File: src/design/vke_pkg.sv
// shared types, codes and character classification for the variant key encoder
// no dependencies
package vke_pkg;

    localparam int QDEPTH = 4;
    localparam int QAW    = $clog2(QDEPTH);

    localparam logic [1:0] OP_CHROM = 2'd0;
    localparam logic [1:0] OP_REF   = 2'd1;
    localparam logic [1:0] OP_ALT   = 2'd2;

    localparam logic [1:0] ST_OK    = 2'd0;
    localparam logic [1:0] ST_EMPTY = 2'd1;
    localparam logic [1:0] ST_BADCH = 2'd2;

    localparam logic [2:0] CLS_OTHER = 3'd0;
    localparam logic [2:0] CLS_DIGIT = 3'd1;
    localparam logic [2:0] CLS_X     = 3'd2;
    localparam logic [2:0] CLS_Y     = 3'd3;
    localparam logic [2:0] CLS_M     = 3'd4;

    localparam logic [4:0] CODE_STAR = 5'd27;

    localparam logic [31:0] MIX_C1  = 32'hcc9e2d51;
    localparam logic [31:0] MIX_C2  = 32'h1b873593;
    localparam logic [31:0] MIX_ADD = 32'he6546b64;
    localparam logic [31:0] FIN_C1  = 32'h85ebca6b;
    localparam logic [31:0] FIN_C2  = 32'hc2b2ae35;
    localparam logic [31:0] SEED_K  = 32'h3;

    localparam logic [4:0] CHR_X = 5'd23;
    localparam logic [4:0] CHR_Y = 5'd24;
    localparam logic [4:0] CHR_M = 5'd25;

    // one queued word, classified by the front
    typedef struct packed {
        logic [1:0]  op;
        logic [7:0]  ch;
        logic [27:0] position;
        logic        last;
        logic [4:0]  acode;
        logic        bad;
        logic [2:0]  cclass;
    } vke_item_t;

    typedef struct packed {
        logic [QAW:0] count;
        logic         full;
    } vke_qstat_t;

    function automatic logic [2:0] char_class(input logic [7:0] c);
        logic [2:0] r;
        r = CLS_OTHER;
        if (c >= 8'h30 && c <= 8'h39)      r = CLS_DIGIT;
        else if (c == 8'h58 || c == 8'h78) r = CLS_X;
        else if (c == 8'h59 || c == 8'h79) r = CLS_Y;
        else if (c == 8'h4d || c == 8'h6d) r = CLS_M;
        return r;
    endfunction

    // returns {bad, code}
    function automatic logic [5:0] allele_class(input logic [7:0] c);
        logic [7:0] u;
        logic [5:0] r;
        u = c;
        if (c >= 8'h61 && c <= 8'h7a) u = c ^ 8'h20;
        if (u == 8'h2a)                    r = {1'b0, CODE_STAR};
        else if (u >= 8'h41 && u <= 8'h5a) r = {1'b0, 5'(u - 8'h40)};
        else                               r = {1'b1, 5'd0};
        return r;
    endfunction

    function automatic logic [31:0] rotr32(input logic [31:0] x, input int r);
        return (x >> r) | (x << (32 - r));
    endfunction

endpackage

File: src/design/vke_front.sv
// front end: takes input words, classifies each character and queues it
// depends on vke_pkg
module vke_front
(
    input  logic               clk,
    input  logic               rst_n,
    input  logic               s_tvalid,
    output logic               s_tready,
    input  logic [39:0]        s_tdata,
    input  logic [1:0]         s_tuser,
    input  logic               s_tlast,
    output logic               q_valid,
    input  logic               q_ready,
    output vke_pkg::vke_item_t q_item,
    output vke_pkg::vke_qstat_t q_stat
);
    import vke_pkg::*;

    vke_item_t      mem [QDEPTH];
    logic [QAW-1:0] wr_ptr_reg;
    logic [QAW-1:0] rd_ptr_reg;
    logic [QAW:0]   count_reg;
    vke_item_t      in_item;
    logic [5:0]     acls;
    logic           push;
    logic           pop;

    always_comb
    begin
        acls            = allele_class(s_tdata[7:0]);
        in_item.op      = s_tuser;
        in_item.ch      = s_tdata[7:0];
        in_item.position = s_tdata[35:8];
        in_item.last    = s_tlast;
        in_item.acode   = acls[4:0];
        in_item.bad     = acls[5];
        in_item.cclass  = char_class(s_tdata[7:0]);
    end

    assign s_tready    = (count_reg != (QAW+1)'(QDEPTH));
    assign q_valid     = (count_reg != '0);
    assign q_item      = mem[rd_ptr_reg];
    assign push        = s_tvalid && s_tready;
    assign pop         = q_valid && q_ready;
    assign q_stat.count = count_reg;
    assign q_stat.full = !s_tready;

    always_ff @(posedge clk)
    begin
        if (push)
        begin
            mem[wr_ptr_reg] <= in_item;
        end
    end

    always_ff @(posedge clk or negedge rst_n)
    begin
        if (!rst_n)
        begin
            wr_ptr_reg <= '0;
            rd_ptr_reg <= '0;
            count_reg  <= '0;
        end
        else
        begin
            if (push) wr_ptr_reg <= wr_ptr_reg + 1'b1;
            if (pop)  rd_ptr_reg <= rd_ptr_reg + 1'b1;
            if (push && !pop)      count_reg <= count_reg + 1'b1;
            else if (pop && !push) count_reg <= count_reg - 1'b1;
        end
    end

endmodule

File: src/design/vke_back.sv
// back end: sequencer that absorbs queued characters, runs the hash mix
// on 32-bit multipliers and holds the result word; depends on vke_pkg
module vke_back
(
    input  logic               clk,
    input  logic               rst_n,
    input  logic               q_valid,
    output logic               q_ready,
    input  vke_pkg::vke_item_t q_item,
    output logic               m_tvalid,
    input  logic               m_tready,
    output logic [63:0]        m_tdata,
    output logic [1:0]         m_tuser
);
    import vke_pkg::*;

    typedef enum logic [3:0] {
        S_FETCH, S_PRE, S_TAKE, S_END, S_M1, S_M2, S_M3, S_F1, S_F2, S_F3, S_OUT
    } state_t;

    typedef enum logic [2:0] {
        R_ENDREF, R_CHUNK, R_FLUSH, R_SEED, R_LAST
    } ret_t;

    state_t     state_reg;
    ret_t       ret_reg;
    vke_item_t  it_reg;

    logic [7:0]  chrom_count_reg;
    logic        prefix_match_reg;
    logic [7:0]  vfull_reg;
    logic [7:0]  vafter_reg;
    logic [2:0]  first_cls_reg;
    logic [2:0]  fourth_cls_reg;
    logic [15:0] ref_len_reg;
    logic [15:0] alt_len_reg;
    logic [31:0] packed_reg;
    logic [31:0] chunk_reg;
    logic [2:0]  fill_reg;
    logic [31:0] run_hash_reg;
    logic [31:0] ref_hash_reg;
    logic        bad_reg;

    logic [31:0] mk_reg;
    logic [31:0] mh_reg;
    logic [63:0] res_key_reg;
    logic [1:0]  res_status_reg;

    logic        out_valid_reg;
    logic [63:0] out_key_reg;
    logic [1:0]  out_status_reg;

    // combinational helpers
    logic [16:0] total;
    logic        strip;
    logic [2:0]  cls_sel;
    logic [7:0]  val_sel;
    logic [4:0]  chrom5;
    logic [1:0]  status_now;
    logic [31:0] pack_code;
    logic [31:0] mix_res;
    logic [31:0] mix_x;
    logic [31:0] fin;
    logic [7:0]  pfx;
    logic [7:0]  digit;
    logic [31:0] chunk_new;
    logic [2:0]  fill_new;
    logic        take_allele;

    always_comb
    begin
        total   = {1'b0, ref_len_reg} + {1'b0, alt_len_reg};
        strip   = prefix_match_reg && (chrom_count_reg > 8'd3);
        cls_sel = strip ? fourth_cls_reg : first_cls_reg;
        val_sel = strip ? vafter_reg : vfull_reg;
        unique case (cls_sel)
            CLS_DIGIT: chrom5 = val_sel[4:0];
            CLS_X:     chrom5 = CHR_X;
            CLS_Y:     chrom5 = CHR_Y;
            CLS_M:     chrom5 = CHR_M;
            default:   chrom5 = 5'd0;
        endcase
        priority if (ref_len_reg == '0 || alt_len_reg == '0) status_now = ST_EMPTY;
        else if (bad_reg)                                   status_now = ST_BADCH;
        else                                                status_now = ST_OK;
        pack_code = packed_reg | (32'(ref_len_reg - 16'd1) << 29)
                               | (32'(alt_len_reg - 16'd1) << 27);
        mix_x   = rotr32(mh_reg ^ mk_reg, 19);
        mix_res = (mix_x << 2) + mix_x + MIX_ADD;
        fin     = mh_reg ^ (mh_reg >> 16);
        unique case (chrom_count_reg[1:0])
            2'd0:    pfx = 8'h63;
            2'd1:    pfx = 8'h68;
            default: pfx = 8'h72;
        endcase
        digit     = it_reg.ch - 8'h30;
        chunk_new = chunk_reg | (32'(it_reg.acode) << (5'd26 - 5'(5 * fill_reg)));
        fill_new  = fill_reg + 3'd1;
        take_allele = (it_reg.op == OP_ALT) ||
                      (it_reg.op == OP_REF && alt_len_reg == '0);
    end

    assign q_ready  = (state_reg == S_FETCH);
    assign m_tvalid = out_valid_reg;
    assign m_tdata  = out_key_reg;
    assign m_tuser  = out_status_reg;

    always_ff @(posedge clk or negedge rst_n)
    begin
        if (!rst_n)
        begin
            state_reg        <= S_FETCH;
            ret_reg          <= R_CHUNK;
            it_reg           <= '0;
            chrom_count_reg  <= '0;
            prefix_match_reg <= 1'b1;
            vfull_reg        <= '0;
            vafter_reg       <= '0;
            first_cls_reg    <= CLS_OTHER;
            fourth_cls_reg   <= CLS_OTHER;
            ref_len_reg      <= '0;
            alt_len_reg      <= '0;
            packed_reg       <= '0;
            chunk_reg        <= '0;
            fill_reg         <= '0;
            run_hash_reg     <= '0;
            ref_hash_reg     <= '0;
            bad_reg          <= 1'b0;
            mk_reg           <= '0;
            mh_reg           <= '0;
            res_key_reg      <= '0;
            res_status_reg   <= ST_OK;
            out_valid_reg    <= 1'b0;
            out_key_reg      <= '0;
            out_status_reg   <= ST_OK;
        end
        else
        begin
            // in S_OUT the output register is reloaded below instead
            if (out_valid_reg && m_tready && state_reg != S_OUT)
            begin
                out_valid_reg <= 1'b0;
            end
            unique case (state_reg)
                S_FETCH:
                begin
                    if (q_valid)
                    begin
                        it_reg    <= q_item;
                        state_reg <= S_PRE;
                    end
                end
                S_PRE:
                begin
                    if (it_reg.op == OP_ALT && alt_len_reg == '0)
                    begin
                        if (fill_reg != '0)
                        begin
                            mk_reg    <= chunk_reg;
                            mh_reg    <= run_hash_reg;
                            ret_reg   <= R_ENDREF;
                            state_reg <= S_M1;
                        end
                        else
                        begin
                            ref_hash_reg <= run_hash_reg;
                            run_hash_reg <= '0;
                            chunk_reg    <= '0;
                            state_reg    <= S_TAKE;
                        end
                    end
                    else
                    begin
                        state_reg <= S_TAKE;
                    end
                end
                S_TAKE:
                begin
                    state_reg <= S_END;
                    if (it_reg.op == OP_CHROM)
                    begin
                        if (chrom_count_reg < 8'd3 && (it_reg.ch | 8'h20) != pfx)
                            prefix_match_reg <= 1'b0;
                        if (chrom_count_reg == 8'd0) first_cls_reg <= it_reg.cclass;
                        if (chrom_count_reg == 8'd3) fourth_cls_reg <= it_reg.cclass;
                        vfull_reg <= 8'((vfull_reg << 3) + (vfull_reg << 1)) + digit;
                        if (chrom_count_reg >= 8'd3)
                            vafter_reg <= 8'((vafter_reg << 3) + (vafter_reg << 1)) + digit;
                        if (chrom_count_reg != 8'hff) chrom_count_reg <= chrom_count_reg + 8'd1;
                    end
                    else if (take_allele)
                    begin
                        if (it_reg.bad) bad_reg <= 1'b1;
                        if (total < 17'd5)
                            packed_reg <= packed_reg |
                                (32'(it_reg.acode) << (5'd22 - 5'(5 * total[2:0])));
                        if (it_reg.op == OP_ALT)
                        begin
                            if (alt_len_reg != 16'hffff) alt_len_reg <= alt_len_reg + 16'd1;
                        end
                        else
                        begin
                            if (ref_len_reg != 16'hffff) ref_len_reg <= ref_len_reg + 16'd1;
                        end
                        if (fill_new == 3'd6)
                        begin
                            mk_reg    <= chunk_new;
                            mh_reg    <= run_hash_reg;
                            chunk_reg <= '0;
                            fill_reg  <= '0;
                            ret_reg   <= R_CHUNK;
                            state_reg <= S_M1;
                        end
                        else
                        begin
                            chunk_reg <= chunk_new;
                            fill_reg  <= fill_new;
                        end
                    end
                end
                S_END:
                begin
                    if (!it_reg.last)
                    begin
                        state_reg <= S_FETCH;
                    end
                    else
                    begin
                        res_status_reg <= status_now;
                        if (status_now != ST_OK)
                        begin
                            res_key_reg <= '0;
                            state_reg   <= S_OUT;
                        end
                        else if (total <= 17'd5)
                        begin
                            res_key_reg <= {chrom5, it_reg.position, pack_code[30:0]};
                            state_reg   <= S_OUT;
                        end
                        else if (fill_reg != '0)
                        begin
                            mk_reg    <= chunk_reg;
                            mh_reg    <= run_hash_reg;
                            ret_reg   <= R_FLUSH;
                            state_reg <= S_M1;
                        end
                        else
                        begin
                            mk_reg    <= SEED_K;
                            mh_reg    <= ref_hash_reg;
                            ret_reg   <= R_SEED;
                            state_reg <= S_M1;
                        end
                    end
                end
                S_M1:
                begin
                    mk_reg    <= mk_reg * MIX_C1;
                    state_reg <= S_M2;
                end
                S_M2:
                begin
                    mk_reg    <= rotr32(mk_reg, 17) * MIX_C2;
                    state_reg <= S_M3;
                end
                S_M3:
                begin
                    unique case (ret_reg)
                        R_ENDREF:
                        begin
                            ref_hash_reg <= mix_res;
                            run_hash_reg <= '0;
                            chunk_reg    <= '0;
                            fill_reg     <= '0;
                            state_reg    <= S_TAKE;
                        end
                        R_CHUNK:
                        begin
                            run_hash_reg <= mix_res;
                            state_reg    <= S_END;
                        end
                        R_FLUSH:
                        begin
                            run_hash_reg <= mix_res;
                            mk_reg       <= SEED_K;
                            mh_reg       <= ref_hash_reg;
                            ret_reg      <= R_SEED;
                            state_reg    <= S_M1;
                        end
                        R_SEED:
                        begin
                            mk_reg    <= run_hash_reg;
                            mh_reg    <= mix_res;
                            ret_reg   <= R_LAST;
                            state_reg <= S_M1;
                        end
                        default:
                        begin
                            mh_reg    <= mix_res;
                            state_reg <= S_F1;
                        end
                    endcase
                end
                S_F1:
                begin
                    mh_reg    <= (mh_reg ^ (mh_reg >> 16)) * FIN_C1;
                    state_reg <= S_F2;
                end
                S_F2:
                begin
                    mh_reg    <= (mh_reg ^ (mh_reg >> 13)) * FIN_C2;
                    state_reg <= S_F3;
                end
                S_F3:
                begin
                    res_key_reg <= {chrom5, it_reg.position, fin[31:2], 1'b1};
                    state_reg   <= S_OUT;
                end
                default:
                begin
                    if (!out_valid_reg || m_tready)
                    begin
                        out_valid_reg    <= 1'b1;
                        out_key_reg      <= res_key_reg;
                        out_status_reg   <= res_status_reg;
                        chrom_count_reg  <= '0;
                        prefix_match_reg <= 1'b1;
                        vfull_reg        <= '0;
                        vafter_reg       <= '0;
                        first_cls_reg    <= CLS_OTHER;
                        fourth_cls_reg   <= CLS_OTHER;
                        ref_len_reg      <= '0;
                        alt_len_reg      <= '0;
                        packed_reg       <= '0;
                        chunk_reg        <= '0;
                        fill_reg         <= '0;
                        run_hash_reg     <= '0;
                        ref_hash_reg     <= '0;
                        bad_reg          <= 1'b0;
                        state_reg        <= S_FETCH;
                    end
                end
            endcase
        end
    end

endmodule

File: src/design/variant_key_encoder.sv
// variant key encoder top level: front classifier and queue, back sequencer
// depends on vke_pkg, vke_front, vke_back
//
// usage
// - slave stream takes one character word at a time: chromosome name first,
//   then reference allele, then alternate allele; tuser says which string
// - tlast marks the final character of the record; only then does the
//   master stream deliver one word: tdata the 64-bit key, tuser the status
// - a character passes through the back sequencer's fetch, prepare, absorb and
//   end check states; every sixth allele character adds a hash mix through
//   S_M1 to S_M3 with 32x32 multiplies
// - a record of more than five allele characters ends with up to three
//   mixes and the finalising states S_F1 to S_F3 before the key is ready
// - a four-deep queue between front and back keeps taking words while the
//   back is busy or the result word still waits in the output register
// - when the receiver stalls, the result word holds; the back stops at the
//   next finished record and the queue fills, then s_tready drops
// - reset empties the queue, clears all record state and drops m_tvalid
module variant_key_encoder
(
    input  logic        clk,
    input  logic        rst_n,
    input  logic        s_tvalid,
    output logic        s_tready,
    input  logic [39:0] s_tdata,   // ch [7:0], position [35:8], zero fill
    input  logic [1:0]  s_tuser,   // op [1:0]
    input  logic        s_tlast,   // last character of the record
    output logic        m_tvalid,
    input  logic        m_tready,
    output logic [63:0] m_tdata,   // key [63:0]
    output logic [1:0]  m_tuser    // status [1:0]
);
    import vke_pkg::*;

    logic       q_valid;
    logic       q_ready;
    vke_item_t  q_item;
    vke_qstat_t q_stat;

    vke_front u_front
    (
        .clk      (clk),
        .rst_n    (rst_n),
        .s_tvalid (s_tvalid),
        .s_tready (s_tready),
        .s_tdata  (s_tdata),
        .s_tuser  (s_tuser),
        .s_tlast  (s_tlast),
        .q_valid  (q_valid),
        .q_ready  (q_ready),
        .q_item   (q_item),
        .q_stat   (q_stat)
    );

    vke_back u_back
    (
        .clk      (clk),
        .rst_n    (rst_n),
        .q_valid  (q_valid),
        .q_ready  (q_ready),
        .q_item   (q_item),
        .m_tvalid (m_tvalid),
        .m_tready (m_tready),
        .m_tdata  (m_tdata),
        .m_tuser  (m_tuser)
    );

    // a failed record never carries a key
    a_bad_zero: assert property (@(posedge clk) disable iff (!rst_n)
        m_tvalid && m_tuser != ST_OK |-> m_tdata == 64'd0)
        else $error("key not cleared on failed record");

    // status stays within its defined codes
    a_status_code: assert property (@(posedge clk) disable iff (!rst_n)
        m_tvalid |-> (m_tuser == ST_OK || m_tuser == ST_EMPTY || m_tuser == ST_BADCH))
        else $error("undefined status code");

    // queue occupancy never passes its depth, and full means no more words
    a_queue_bound: assert property (@(posedge clk) disable iff (!rst_n)
        q_stat.count <= (QAW+1)'(QDEPTH) && (q_stat.full == !s_tready))
        else $error("queue occupancy out of range");

endmodule

File: config.mk
export PLATFORM = sky130hd
export DESIGN_NAME = variant_key_encoder
export DESIGN_NICKNAME = d
export VERILOG_FILES = /design/src/design/vke_pkg.sv /design/src/design/vke_front.sv /design/src/design/vke_back.sv /design/src/design/variant_key_encoder.sv
export SDC_FILE = /design/constraint.sdc
export NUM_CORES = 2
export LEC_CHECK = 0
export ABC_AREA = 1
export ABC_CLOCK_PERIOD_IN_PS = 8300
export BUFFER_PORTS_ARGS = -buffer_cell sky130_fd_sc_hd__buf_2
export CAP_MARGIN = 15
export CORE_MARGIN = 2
export CORE_UTILIZATION = 60
export CTS_CLUSTER_DIAMETER = 60
export DETAILED_ROUTE_END_ITERATION = 8
export PLACE_DENSITY = 0.76
export REMOVE_ABC_BUFFERS = 1
export SLEW_MARGIN = 10
export SYNTH_ARGS = -nofsm -noshare
export SYNTH_HDL_FRONTEND = slang
export SYNTH_HIERARCHICAL = 1
export SYNTH_SLANG_ARGS = --single-unit
File: constraint.sdc
create_clock -name clk -period 8.3 [get_ports clk]
set_input_delay 0.415 -clock clk [delete_from_list [all_inputs] [get_ports clk]]
set_output_delay 0.415 -clock clk [all_outputs]
set_load 0.05 [all_outputs]
==> impl_metrics.env <==
export IMPL_status="finished clean"
export IMPL_maxSlewViolCount=0
export IMPL_finalSetupViolCount=0
export IMPL_wl_per_cell_um=22.9
export IMPL_dpl_hpwl_mm=180
export IMPL_antenna_found_initial=14
export IMPL_postPlaceCellArea_sq_um=71600
export IMPL_cts_max_level=3
export IMPL_hold_class="in2reg"
export IMPL_ys_warn_count=6
export IMPL_syn_inst=8162
export IMPL_clk_pin_slew_ns=0.06
export IMPL_timing_rr_start="u_back/mh_reg[7]"
export IMPL_postCtsSetupRepairBufs=0
export IMPL_largest_reg_flops=188
export IMPL_grt_max_degree=171
export IMPL_grt_pass1_vias=57700
export IMPL_die_x_um=343
export IMPL_rsz0062_at_grt="false"
export IMPL_tightest_slew_ns=1.16
export IMPL_routed_wl_mm=226
export IMPL_gp_congestion=1.04
export IMPL_most_common_layout_cells="inv_1, nand2_1, ha_1"
export IMPL_grt_usage=0.388
export IMPL_crit_path_start="u_back/mh_reg[7]"
export IMPL_drt_pass1_iter_count=8
export IMPL_portBuffers=110
export IMPL_arrival_ns=8.32
export IMPL_drive_gt1_frac=0.0604
export IMPL_cts_root_buf="clkbuf_16"
export IMPL_rrSetupSlack_ns=0.50
export IMPL_cts_made_buffers=73
export IMPL_layout_min_cycle_time_ns=7.80
export IMPL_syn2layout_area_growth_pct=7.67
export IMPL_viasPerCell=5.89
export IMPL_grt_pass1_wl_mm=344
export IMPL_startpoint_type="flip-flop"
export IMPL_fillers=9631
export IMPL_antenna_left=0
export IMPL_clk_latency_ns=0.64
export IMPL_rows=124
export IMPL_vias=58100
export IMPL_dp_cells=9700
export IMPL_stdcell_count=9873
export IMPL_hold_viol=0
export IMPL_dieArea_sq_um=118000
export IMPL_die_h_um=343
export IMPL_holdWs_ns=0.0380
export IMPL_syn_avg_cell_area_sq_um=8.46
export IMPL_worstReg2RegEnd="u_back/mh_reg[25]"
export IMPL_stdcell_area_sq_um=74400
export IMPL_cap_violations=0
export IMPL_layout_commonest_cell="inv_1"
export IMPL_cts_tree="done"
export IMPL_min_path_cells=1
export IMPL_io_pins=115
export IMPL_ff_latch_area_sq_um=16800
export IMPL_clockBufferDepth=3
export IMPL_critPathSlowestCell="dfrtp_1"
export IMPL_floorplan_initialDensity=0.605
export IMPL_grt_overflow=0
export IMPL_skew_ns=0.0343
export IMPL_cts_sinks=634
export IMPL_relSlewSlack=0.222
export IMPL_path_max_fanout=5
export IMPL_fmax_ghz=0.128
export IMPL_coreArea_sq_um=114000
export IMPL_timing_final_crit_share=0.940
export IMPL_multi_input_area_sq_um=44800
export IMPL_fin_nets=9900
export IMPL_drc_errors=0
export IMPL_crit_path_end_kind="flip-flop"
export IMPL_critPathCapture="u_back/mh_reg[25]"
export IMPL_critPathRequiredTime_ns=8.81
export IMPL_setup_total_negative_slack_ns=0
export IMPL_r2r_cells=31
export IMPL_syn_area_sq_um=69100
export IMPL_critPathMaxStageDelay_ns=0.56
export IMPL_drt_iter0_markers=6224
export IMPL_critPathKind="reg2reg"
==> what timing repair did <==
action,in CTS,in global routing
hold endpoints to repair,183,0
setup endpoints to repair,0,2
hold buffers,30,0
resized for setup,0,1
==> stage by stage <==
step	util	worst slack, ns
after global placement	0.627	0.677
after CTS	0.651	0.496
after detailed placement	0.627	0.528
final	0.651	0.496
after floorplan	-	1.35
after global routing	0.651	0.0388
==> critical path, delay by kind of cell, from the launching register on <==
| family | cells | cell delay, ns |
|---|---|---|
| buffers and inverters | 7 | 0.56 |
| and+or+nand+nor | 14 | 2.22 |
| adders and majority gates | 9 | 4.03 |
| DFF | 1 | 0.56 |
| xor gates and xnor gates | 1 | 0.33 |
==> layer usage <==
metal / GRT usage / routed length, um / share of wire
met5: 0 / 75 / 0.00033
met4: 0.147 / 10200 / 0.045
met3: 0.108 / 25700 / 0.11
met2: 0.596 / 99500 / 0.44
met1: 0.525 / 90300 / 0.40
==> final cells by class <==
type / instances / area share
Clock inverter: 44 / 0.00560
Clock buffer: 92 / 0.0271
Inverter: 1744 / 0.0881
Timing Repair Buffer: 268 / 0.0250
Multi-Input combinational cell: 5573 / 0.603
Sequential cell: 634 / 0.226
Tap cell: 1512 / 0.0254
Antenna cell: 6 / 0.000202
==> worst min path at each step <==
stage                      startpoint  slack [ns]                    end
after detailed placement        rst_n        0.42      u_back/it_reg[22]
final                      s_tdata[9]        0.04     u_front/mem[1][11]
after global placement          rst_n        0.41      u_back/it_reg[22]
after CTS                  s_tdata[9]       0.001     u_front/mem[1][11]
after floorplan                 rst_n        0.12  u_back/alt_len_reg[0]
after global routing      s_tdata[18]        0.01     u_front/mem[0][20]
Power is not shown: default switching activity piles up to over one toggle a cycle in this logic, so the estimate is an artifact.
